[src/rtl/b64e_pkg.sv]
// ----------------------------------------------------------------------------
// b64e_pkg
// Shared types and the character table of the base64url stream encoder.
// ----------------------------------------------------------------------------
package b64e_pkg;

    localparam int GROUP_W  = 6;
    localparam int SYMBOL_W = 7;
    localparam int BYTE_W   = 8;
    localparam int BUS_W    = 8;

    // Alphabet boundaries
    localparam logic [GROUP_W-1:0] IDX_LOWER = 6'd26;
    localparam logic [GROUP_W-1:0] IDX_DIGIT = 6'd52;
    localparam logic [GROUP_W-1:0] IDX_DASH  = 6'd62;

    localparam logic [SYMBOL_W-1:0] CHR_UPPER_A = 7'h41;
    localparam logic [SYMBOL_W-1:0] CHR_LOWER_A = 7'h61;
    localparam logic [SYMBOL_W-1:0] CHR_ZERO    = 7'h30;
    localparam logic [SYMBOL_W-1:0] CHR_DASH    = 7'h2D;
    localparam logic [SYMBOL_W-1:0] CHR_UNDER   = 7'h5F;

    // One classified byte: the groups it yields and how to close them
    typedef struct packed {
        logic [GROUP_W-1:0] group0;
        logic [GROUP_W-1:0] group1;
        logic               two;      // group1 is emitted as well
        logic               last;     // closes the message
    } b64e_entry_t;

    // Queue status seen by front and back
    typedef struct packed {
        logic full;
        logic empty;
    } b64e_qstat_t;

    // Map a 6-bit group to its base64url ASCII code
    function automatic logic [SYMBOL_W-1:0] b64e_char(input logic [GROUP_W-1:0] idx);
        logic [SYMBOL_W-1:0] ext;
        ext = {1'b0, idx};
        if (idx < IDX_LOWER) begin
            b64e_char = CHR_UPPER_A + ext;
        end else if (idx < IDX_DIGIT) begin
            b64e_char = CHR_LOWER_A + ext - {1'b0, IDX_LOWER};
        end else if (idx < IDX_DASH) begin
            b64e_char = CHR_ZERO + ext - {1'b0, IDX_DIGIT};
        end else if (idx == IDX_DASH) begin
            b64e_char = CHR_DASH;
        end else begin
            b64e_char = CHR_UNDER;
        end
    endfunction

endpackage

[src/rtl/base64url_stream_encoder_top.sv]
// ----------------------------------------------------------------------------
// base64url_stream_encoder_top
// Unpadded base64url encoder for a byte stream.
// ----------------------------------------------------------------------------
// Bytes enter on the s_ stream, tlast marking the final byte of a message;
// characters leave on the m_ stream as ASCII in tdata[6:0], tlast set on the
// last character a byte produces and tuser set on the last character of the
// message. A byte yields one or two characters; the result port moves one
// character per cycle while m_tready is high and the queue is not empty,
// through the single output register of the back end. A two-entry queue
// between the byte classifier and the character output lets input and
// output stall independently; the first character of a byte passes through
// a queue slot and then the output register.
module base64url_stream_encoder_top (
    input  logic       aclk,
    input  logic       aresetn,
    input  logic       s_tvalid,
    output logic       s_tready,
    input  logic [7:0] s_tdata,   // [7:0] data_byte
    input  logic       s_tlast,   // final_byte
    output logic       m_tvalid,
    input  logic       m_tready,
    output logic [7:0] m_tdata,   // [6:0] symbol, [7] zero
    output logic       m_tlast,   // end_of_run
    output logic       m_tuser    // end_of_message
);
    import b64e_pkg::*;

    b64e_qstat_t         qstat;
    b64e_entry_t         push_entry, pop_entry;
    logic                push, pop;
    logic [SYMBOL_W-1:0] symbol;

    b64e_front u_front (
        .aclk       (aclk),
        .aresetn    (aresetn),
        .s_tvalid   (s_tvalid),
        .s_tready   (s_tready),
        .s_byte     (s_tdata),
        .s_final    (s_tlast),
        .qstat      (qstat),
        .push       (push),
        .push_entry (push_entry)
    );

    b64e_queue u_queue (
        .aclk       (aclk),
        .aresetn    (aresetn),
        .push       (push),
        .push_entry (push_entry),
        .pop        (pop),
        .pop_entry  (pop_entry),
        .qstat      (qstat)
    );

    b64e_back u_back (
        .aclk      (aclk),
        .aresetn   (aresetn),
        .qstat     (qstat),
        .pop_entry (pop_entry),
        .pop       (pop),
        .m_tvalid  (m_tvalid),
        .m_tready  (m_tready),
        .m_symbol  (symbol),
        .m_run_end (m_tlast),
        .m_msg_end (m_tuser)
    );

    assign m_tdata = {{(BUS_W-SYMBOL_W){1'b0}}, symbol};

endmodule

[src/rtl/b64e_front.sv]
// ----------------------------------------------------------------------------
// b64e_front
// Accepts message bytes, merges them with held bits and splits them into
// the 6-bit groups to emit; pushes one queue entry per byte.
// ----------------------------------------------------------------------------
module b64e_front (
    input  logic                   aclk,
    input  logic                   aresetn,
    input  logic                   s_tvalid,
    output logic                   s_tready,
    input  logic [b64e_pkg::BYTE_W-1:0] s_byte,
    input  logic                   s_final,
    input  b64e_pkg::b64e_qstat_t  qstat,
    output logic                   push,
    output b64e_pkg::b64e_entry_t  push_entry
);
    import b64e_pkg::*;

    localparam logic [2:0] HELD_0 = 3'd0;
    localparam logic [2:0] HELD_2 = 3'd2;
    localparam logic [2:0] HELD_4 = 3'd4;

    logic [3:0] bits_reg, bits_next;
    logic [2:0] count_reg, count_next;

    assign s_tready = !qstat.full;
    assign push     = s_tvalid && s_tready;

    // Classify the byte against the held bits
    always_comb begin
        push_entry.last = s_final;
        unique case (count_reg)
            HELD_2: begin
                push_entry.group0 = {bits_reg[1:0], s_byte[7:4]};
                push_entry.group1 = {s_byte[3:0], 2'b00};
                push_entry.two    = s_final;
                bits_next         = s_byte[3:0];
                count_next        = HELD_4;
            end
            HELD_4: begin
                push_entry.group0 = {bits_reg[3:0], s_byte[7:6]};
                push_entry.group1 = s_byte[5:0];
                push_entry.two    = 1'b1;
                bits_next         = 4'd0;
                count_next        = HELD_0;
            end
            default: begin
                push_entry.group0 = s_byte[7:2];
                push_entry.group1 = {s_byte[1:0], 4'b0000};
                push_entry.two    = s_final;
                bits_next         = {2'b00, s_byte[1:0]};
                count_next        = HELD_2;
            end
        endcase
        // Clear held bits after the final byte
        if (s_final) begin
            bits_next  = 4'd0;
            count_next = HELD_0;
        end
    end

    // Hold leftover bits between bytes
    always_ff @(posedge aclk) begin
        if (!aresetn) begin
            bits_reg  <= 4'd0;
            count_reg <= HELD_0;
        end else if (push) begin
            bits_reg  <= bits_next;
            count_reg <= count_next;
        end
    end

endmodule

[src/rtl/b64e_queue.sv]
// ----------------------------------------------------------------------------
// b64e_queue
// Two-entry queue of classified bytes between front and back.
// ----------------------------------------------------------------------------
module b64e_queue (
    input  logic                  aclk,
    input  logic                  aresetn,
    input  logic                  push,
    input  b64e_pkg::b64e_entry_t push_entry,
    input  logic                  pop,
    output b64e_pkg::b64e_entry_t pop_entry,
    output b64e_pkg::b64e_qstat_t qstat
);
    import b64e_pkg::*;

    b64e_entry_t slot_reg [2];
    logic        wr_ptr_reg, rd_ptr_reg;
    logic [1:0]  fill_reg;

    assign pop_entry   = slot_reg[rd_ptr_reg];
    assign qstat.full  = fill_reg[1];
    assign qstat.empty = (fill_reg == 2'd0);

    // Store the pushed entry
    always_ff @(posedge aclk) begin
        if (push) begin
            slot_reg[wr_ptr_reg] <= push_entry;
        end
    end

    // Advance pointers and fill count
    always_ff @(posedge aclk) begin
        if (!aresetn) begin
            wr_ptr_reg <= 1'b0;
            rd_ptr_reg <= 1'b0;
            fill_reg   <= 2'd0;
        end else begin
            if (push) begin
                wr_ptr_reg <= !wr_ptr_reg;
            end
            if (pop) begin
                rd_ptr_reg <= !rd_ptr_reg;
            end
            if (push && !pop) begin
                fill_reg <= fill_reg + 2'd1;
            end else if (pop && !push) begin
                fill_reg <= fill_reg - 2'd1;
            end
        end
    end

endmodule

[src/rtl/b64e_back.sv]
// ----------------------------------------------------------------------------
// b64e_back
// Drains queue entries into characters, one per cycle unless m_tready stalls
// the output, through an output register.
// ----------------------------------------------------------------------------
module b64e_back (
    input  logic                  aclk,
    input  logic                  aresetn,
    input  b64e_pkg::b64e_qstat_t qstat,
    input  b64e_pkg::b64e_entry_t pop_entry,
    output logic                  pop,
    output logic                  m_tvalid,
    input  logic                  m_tready,
    output logic [b64e_pkg::SYMBOL_W-1:0] m_symbol,
    output logic                  m_run_end,
    output logic                  m_msg_end
);
    import b64e_pkg::*;

    typedef enum logic {PH_FIRST, PH_SECOND} phase_t;

    phase_t              phase_reg;
    logic                valid_reg;
    logic [SYMBOL_W-1:0] symbol_reg;
    logic                run_end_reg, msg_end_reg;
    logic                load;

    assign load     = (!valid_reg || m_tready) && !qstat.empty;
    assign pop      = load && (phase_reg == PH_SECOND || !pop_entry.two);
    assign m_tvalid = valid_reg;
    assign m_symbol = symbol_reg;
    assign m_run_end = run_end_reg;
    assign m_msg_end = msg_end_reg;

    // Hold phase and the registered character
    always_ff @(posedge aclk) begin
        if (!aresetn) begin
            phase_reg <= PH_FIRST;
            valid_reg <= 1'b0;
        end else begin
            if (load) begin
                valid_reg <= 1'b1;
                unique case (phase_reg)
                    PH_FIRST:  phase_reg <= pop_entry.two ? PH_SECOND : PH_FIRST;
                    PH_SECOND: phase_reg <= PH_FIRST;
                    default:   phase_reg <= PH_FIRST;
                endcase
            end else if (m_tready) begin
                valid_reg <= 1'b0;
            end
        end
    end

    // Load character payload
    always_ff @(posedge aclk) begin
        if (load) begin
            if (phase_reg == PH_SECOND) begin
                symbol_reg  <= b64e_char(pop_entry.group1);
                run_end_reg <= 1'b1;
                msg_end_reg <= pop_entry.last;
            end else begin
                symbol_reg  <= b64e_char(pop_entry.group0);
                run_end_reg <= !pop_entry.two;
                msg_end_reg <= !pop_entry.two && pop_entry.last;
            end
        end
    end

endmodule

[config.mk]
export PLATFORM = sky130hd
export DESIGN_NAME = base64url_stream_encoder_top
export DESIGN_NICKNAME = d
export VERILOG_FILES = /design/src/rtl/b64e_pkg.sv /design/src/rtl/base64url_stream_encoder_top.sv /design/src/rtl/b64e_front.sv /design/src/rtl/b64e_queue.sv /design/src/rtl/b64e_back.sv
export SDC_FILE = /design/constraint.sdc
export NUM_CORES = 1
export LEC_CHECK = 0
export BUFFER_PORTS_ARGS = -buffer_cell sky130_fd_sc_hd__buf_4
export CORE_AREA = 3 3 132 102
export CTS_CLUSTER_DIAMETER = 120
export CTS_CLUSTER_SIZE = 14
export DETAILED_ROUTE_END_ITERATION = 16
export DIE_AREA = 0 0 135 105
export GPL_TIMING_DRIVEN = 0
export SLEW_MARGIN = 20
export SYNTH_ARGS = -nofsm -noshare
export SYNTH_HDL_FRONTEND = slang
export SYNTH_HIERARCHICAL = 1
export SYNTH_SLANG_ARGS = --single-unit
[constraint.sdc]
create_clock -name aclk -period 4.6 [get_ports aclk]
set_clock_uncertainty 0.2 [all_clocks]
set_input_delay 0.23 -clock aclk [delete_from_list [all_inputs] [get_ports aclk]]
set_output_delay 0.23 -clock aclk [all_outputs]
set_load 0.005 [all_outputs]
# --- Word level (Yosys, flattened, before mapping) ---
# Memories as Yosys holds them, arrays and structs flattened. A register that Yosys moved wholly into a read port is not among the register bits.
# Cells that the tools add are included.
totals:
  register_bits: 22
  latchBits: 0
  ram_bits: 28
  rom_bits: 0
  input_bits: 13
  output_inout_bits: 12
  mem_count: 1
classes:
  add_sub_neg: 12
  mul: 0
  div: 0
  magnitude_cmp: 6
  eq_ne: 4
  shift: 0
  n_mux: 25
  n_bitwise: 1
  reduce_logical: 19
memory_table:
  columns: ["name", "depth", "width", "read_ports", "rd_ports_with_merged_regs", "write_ports", "line", "rtl"]
  rows:
  - ["u_queue.slot_reg", 2, 14, 1, 1, 1, "b64e_queue.sv:16", "b64e_entry_t slot_reg [2];"]
op_table:
  columns: ["op", "count"]
  rows:
  - ["$mux 7", 9]
  - ["$add 7x6->7 const A", 4]
  - ["$pmux 13 s2", 1]
  - ["$lt 6x6->1 const B", 4]
  - ["$add 6x6->7 const A", 2]
  - ["$sub 7x5->7 const B", 2]
  - ["$sub 7x6->7 const B", 2]
  - ["$eq 6x6->1 const B", 2]
  - ["$lt 6x5->1 const B", 2]
  - ["$logic_not 1->1", 8]
  - ["$mux 1", 8]
  - ["$pmux 4 s2", 1]
  - ["$logic_and 1x1->1", 6]
  - ["$pmux 3 s2", 1]
  - ["$mux 2", 2]
  - ["$mux 4", 1]
  - ["$reduce_bool 2->1", 2]
  - ["$eq 3x2->1 const B", 1]
  - ["$eq 3x3->1 const B", 1]
  - ["$mux 3", 1]
  - ["$add 2x1->2 const B", 1]
  - ["$logic_not 2->1", 1]
  - ["$logic_or 1x1->1", 2]
  - ["$pmux 1 s2", 1]
  - ["2 further kinds", 2]

# --- Logic depth before layout (Yosys ltp) ---
depth:
  depth_word: 7
  ltp_mapped: 9
  depth_no_buf: 8

# --- Hierarchy ---
# The synthesis kept the hierarchy.
modules_own_cells:
  columns: ["module", "instances", "cells_each", "area_each_um2", "seq_area_each_um2"]
  rows:
  - ["b64e_back", 1, 155, 1307.5, 310.3]
  - ["b64e_queue", 1, 65, 1223.7, 940.9]
  - ["b64e_front", 1, 66, 493.0, 120.1]
  - ["base64url_stream_encoder_top", 1, 2, 11.3, 0.0]

# --- Least setup slack after synthesis ---
# Ideal clock, no wire load.
synth_path:
  path_kind: "flip-flop to flip-flop"
  start: "register with a tool-made name"
  end: "register u_back.symbol_reg[3] (netlist: u_back/m_symbol[3]) (data pin)"
  setup_time_ns: 0.268
  arrival_ns: 2.122
  required_ns: 4.132
  slack_ns: 2.011
  path_stages_with_launch: 10
  n_path_buf: 2
  period_less_slack_ns: 2.589
  cell_sequence: "dfxtp_1 > buf_4 > mux2_2 > inv_1 > ha_1 > and3b_1 > clkbuf_1 > or3_1 > a21boi_0 > o211ai_1"
synth_lines:
  columns: ["item", "line", "rtl"]
  rows:
  - ["to (signal assigned)", "b64e_back.sv:58", "symbol_reg <= b64e_char(pop_entry.group1);"]
  - ["to (signal assigned)", "b64e_back.sv:62", "symbol_reg <= b64e_char(pop_entry.group0);"]
  - ["to (decl)", "b64e_back.sv:24", "logic [SYMBOL_W-1:0] symbol_reg;"]

==> summary.txt <==
SYNTHESIS
-----------------------------------------------------------------------------------------
Leading cell types by count after synthesis                                  37 x sky130_fd_sc_hd__edfxtp_1, 19 x sky130_fd_sc_hd__inv_1, 19 x sky130_fd_sc_hd__o21ai_0
Number of instances in the synthesized netlist                                        288
Warnings, synthesis                                                                     6
Portion of synthesized cell area occupied by the leading cell type                 36.60%
Count of unique library cells instantiated by Yosys                                    62
Cell area after technology mapping                                             3035 sq um
Number of flops mapped to enable cells by yosys                                        37
Cell with the most instances after synthesis                                 sky130_fd_sc_hd__edfxtp_1
Flip-flop cell with the highest count after synthesis                        sky130_fd_sc_hd__edfxtp_1
Net Count, Synth                                                                      314
Flip-flop and latch count after synthesis                                              50
Cell type contributing the most total cell area after synthesis              sky130_fd_sc_hd__edfxtp_1
Proportion of register bits with asynchronous set or reset after synthesis             0%
Mean instance size in the synthesized netlist                                 10.54 sq um
Sequential cell area fraction in the yosys report                                  45.18%
Leading post-synthesis cells by cell area                                    sky130_fd_sc_hd__edfxtp_1 37%, sky130_fd_sc_hd__dfxtp_1 8.6%, sky130_fd_sc_hd__ha_1 5.4%

ROUTE
-----------------------------------------------------------------------------------------
Total wire length                                                                6.659 mm
Detailed router's first-iteration violation count                                     256
Via density per instance                                                            4.762
Remaining design rule violation count                                                   0
Detailed-route via count                                                            2,319
Antenna viol nets, final                                                                0
Met2 WL                                                                          2.771 mm
TritonRoute pass-1 iters                                                                5
Routed length on met1                                                            3.478 mm
Length of routed met3 wiring                                                       373 um
Max Used Layer                                                                       met4
Detailed-route wire length per cell                                              13.67 um

TIMING
-----------------------------------------------------------------------------------------
Minimum clock period                                                              2983 ps
Setup repair after global routing missed its margin                                    no
Setup TNS Final                                                                      0 ps
Worst slew margin                                                                  30.82%
Final setup violation count                                                             0
Period utilisation layout                                                          64.84%
Max-slew violations                                                                     0
Maximum clock frequency                                                         335.3 MHz
Transition time at the pin with the least slew margin                             1036 ps
Final-report hold violation count                                                       0
Fin worst setup slack                                                             1617 ps

PLACEMENT
-----------------------------------------------------------------------------------------
Setup WS pre-CTS                                                                  1559 ps
Standard cell area after detailed placement                                    3418 sq um
Number of port buffers                                                                 23
Post-DP HPWL                                                                     4.997 mm
Cells after DPL                                                                       477
Final weighted congestion of routability-driven global placement                   0.9463

GLOBAL ROUTING
-----------------------------------------------------------------------------------------
Wire length of the first global-routing pass                                     10.98 mm
Number of global-route vias before repair                                           2,198
Largest net degree at the start of global routing                                      17
GRT Util Overall                                                                   9.506%
Number of antenna violations at the first check in global routing                       0
Final global-route overflow total                                                       0

DIE
-----------------------------------------------------------------------------------------
Die X                                                                              135 um
Number of core rows                                                                    35
Top-level port count                                                                   25
Total Die Area                                                               14,180 sq um
Die outline height                                                                 105 um
Placeable core area                                                          12,220 sq um
Initial core utilization                                                           24.84%

CLOCK TREE
-----------------------------------------------------------------------------------------
TritonCTS clock tree                                                                 done
Number of buffers inserted during clock tree synthesis                                  5
CTS-repair resized insts                                                                0
CTS clock-pin slew for the worst setup and hold paths                               70 ps
Buffer cell driving the clock tree root                                      sky130_fd_sc_hd__clkbuf_16
Clock sink count                                                                       50
Maximum buffer depth of the clock tree                                                  2
CTS H-tree depth                                                                        2
Clk Latency, worst-skew pair                                                       290 ps

WORST SETUP PATH
-----------------------------------------------------------------------------------------
Worst reg-to-reg setup slack                                                      1620 ps
Capturing point of the worst reg2reg path                                    u_back/m_symbol[3]$_DFFE_PP_
Type of element launching the critical path                                          flop
Family with the most delay on the worst path                                 compound AO/OA/AOI/OAI gates
Largest driver fanout on the critical path                                             10
CP Capture Point                                                             u_back/m_symbol[3]$_DFFE_PP_
Endpoint kind of the worst setup timing path                                         flop
CP peak stage delay                                                                480 ps
Crit path buffers/inverters                                                             2
Type of the worst setup path                                                      reg2reg
Slowest stage cell on the critical path                                      sky130_fd_sc_hd__o311ai_0
Arrival @ worst endpoint                                                          2810 ps
Register-to-Register Path Depth                                                         8
Data required time at the worst endpoint                                          4420 ps
Total stage count of the critical path                                                  8
Cells along the critical path                                                buf_4, mux2_2, ha_1, clkbuf_1, a21oi_2, nand2_1, o311ai_0, o211ai_1

POWER
-----------------------------------------------------------------------------------------
Psw                                                                             0.7770 mW
Maximum ir drop on the vdd rail                                                  198.8 uV
Share of power burned in combinational logic                                        49.6%
Sw Share                                                                           37.83%
Fraction of power consumed by sequential logic                                      32.7%
Power density over the cells                                                 573.5 nW/um^2
Clock power share                                                                   17.7%
Internal power                                                                   1.277 mW
Lkg Pwr                                                                          1.328 nW

FLOW RUN
-----------------------------------------------------------------------------------------
MaxCap Viol Count                                                                       0

CELLS AND AREA
-----------------------------------------------------------------------------------------
Net count of the finished layout                                                      346
Number of cells in the finished layout apart from fillers                             487
Antenna Diode Count                                                                     0
Share of cells above drive strength 1                                              22.74%
Summed area of non-filler cells in the final layout                            3581 sq um
Area added between synthesis and finish                                            17.97%
Flip-flop count of the largest register after layout                                   28
Fin util                                                                           29.31%

STATUS
-----------------------------------------------------------------------------------------
Result of the run                                                               completed

MIN PATH
-----------------------------------------------------------------------------------------
Worst min path class                                                               in2reg
Worst hold path depth                                                                   3

-- power by group through the flow --
stage | Combinational [mW] | Clock [mW] | Sequential, mW
finish | 1.02 | 0.363 | 0.672
global route | 1.13 | 0.393 | 0.685
CTS | 1.02 | 0.374 | 0.675
detailed placement | 1.01 | 0 | 0.685
global placement | 0.998 | 0 | 0.681
floorplan | 0.733 | 0 | 0.675
-- kinds of logic (layout without fill, tap and decap cells) --
kind of cell,count (synthesis),count (layout),synth area share [%]
buffers and inverters,37,70,6.059
flip-flops,50,50,45.18
XOR/XNOR,3,3,0.8658
AND/OR/NAND/NOR,83,83,16.24
multiplexers,15,15,5.523
other,1,1,0.1235
adder cells (fa/ha/maj),13,13,5.359
AO/OA/AOI/OAI,86,86,20.65
-- repair_timing --
item | in CTS | in global routing
hold endpoints to repair | 2 | 0
hold buffers | 2 | 0
buffers inserted | 0 | 0
-- layer usage --
metal | vias up | track usage [%]
li1 | 1149 | -
met1 | 1106 | 14.55
met2 | 60 | 13.53
met3 | 4 | 2.695
met4 | 0 | 1.295
met5 | - | 0
-- final cells by class --
class / count / area (sq um)
plain buffers: 18 / 112.6
clock buffers: 6 / 128.9
clock inverters: 2 / 13.76
fillers: 1257 / 8637
inverters: 19 / 71.32
multi-input cells: 201 / 1483
flip-flops and latches: 50 / 1371
well taps: 166 / 207.7
repair buffers: 25 / 192.7
-- tightest hold or removal path, stage by stage --
cell and delay, ps:
sky130_fd_sc_hd__buf_4 130, sky130_fd_sc_hd__nand2_1 50, sky130_fd_sc_hd__o31ai_1 60
-- cell usage in the layout, fill, tap and decap left out, types with 3 or more instances in the layout --
cell / n
sky130_fd_sc_hd__inv_1: 19
sky130_fd_sc_hd__nand2b_1: 3
sky130_fd_sc_hd__nand3_1: 10
sky130_fd_sc_hd__nor2_1: 7
sky130_fd_sc_hd__a22oi_1: 11
sky130_fd_sc_hd__clkbuf_1: 5
sky130_fd_sc_hd__a21boi_1: 3
sky130_fd_sc_hd__edfxtp_1: 37
sky130_fd_sc_hd__a21oi_1: 7
sky130_fd_sc_hd__clkbuf_16: 5
sky130_fd_sc_hd__nor2b_1: 4
sky130_fd_sc_hd__mux2_2: 14
sky130_fd_sc_hd__or3_1: 4
sky130_fd_sc_hd__and3b_1: 3
sky130_fd_sc_hd__o21ai_0: 19
sky130_fd_sc_hd__nand2_1: 16
sky130_fd_sc_hd__a211oi_1: 8
sky130_fd_sc_hd__nand4_1: 4
sky130_fd_sc_hd__buf_2: 6
sky130_fd_sc_hd__dfxtp_1: 13
sky130_fd_sc_hd__o211ai_1: 5
sky130_fd_sc_hd__a31oi_1: 3
sky130_fd_sc_hd__ha_1: 13
sky130_fd_sc_hd__o31ai_1: 3
sky130_fd_sc_hd__nand3b_1: 5
sky130_fd_sc_hd__buf_4: 29
sky130_fd_sc_hd__and3_1: 5
sky130_fd_sc_hd__and2_1: 10
-- through the flow --
stage               total power, mW  hold slack, ps
floorplan                     1.408           147.5
global placement              1.679           260.3
detailed placement            1.697           269.2
CTS                           2.070           24.60
global route                  2.207           33.72
finish                        2.054           28.02
-- how the worst min path moves through the flow --
stage / startpoint / endpoint
floorplan: aresetn / u_queue/wr_ptr_reg$_SDFFE_PN0P_
global placement: u_front/count_reg[2]$_SDFFE_PN0P_ / u_front/count_reg[2]$_SDFFE_PN0P_
detailed placement: u_front/bits_reg[2]$_SDFFE_PN0P_ / u_front/bits_reg[2]$_SDFFE_PN0P_
CTS: s_tdata[3] / u_front/bits_reg[3]$_SDFFE_PN0P_
global route: s_tdata[3] / u_front/bits_reg[3]$_SDFFE_PN0P_
finish: s_tdata[3] / u_front/bits_reg[3]$_SDFFE_PN0P_
(Power assumes the default switching activity.)
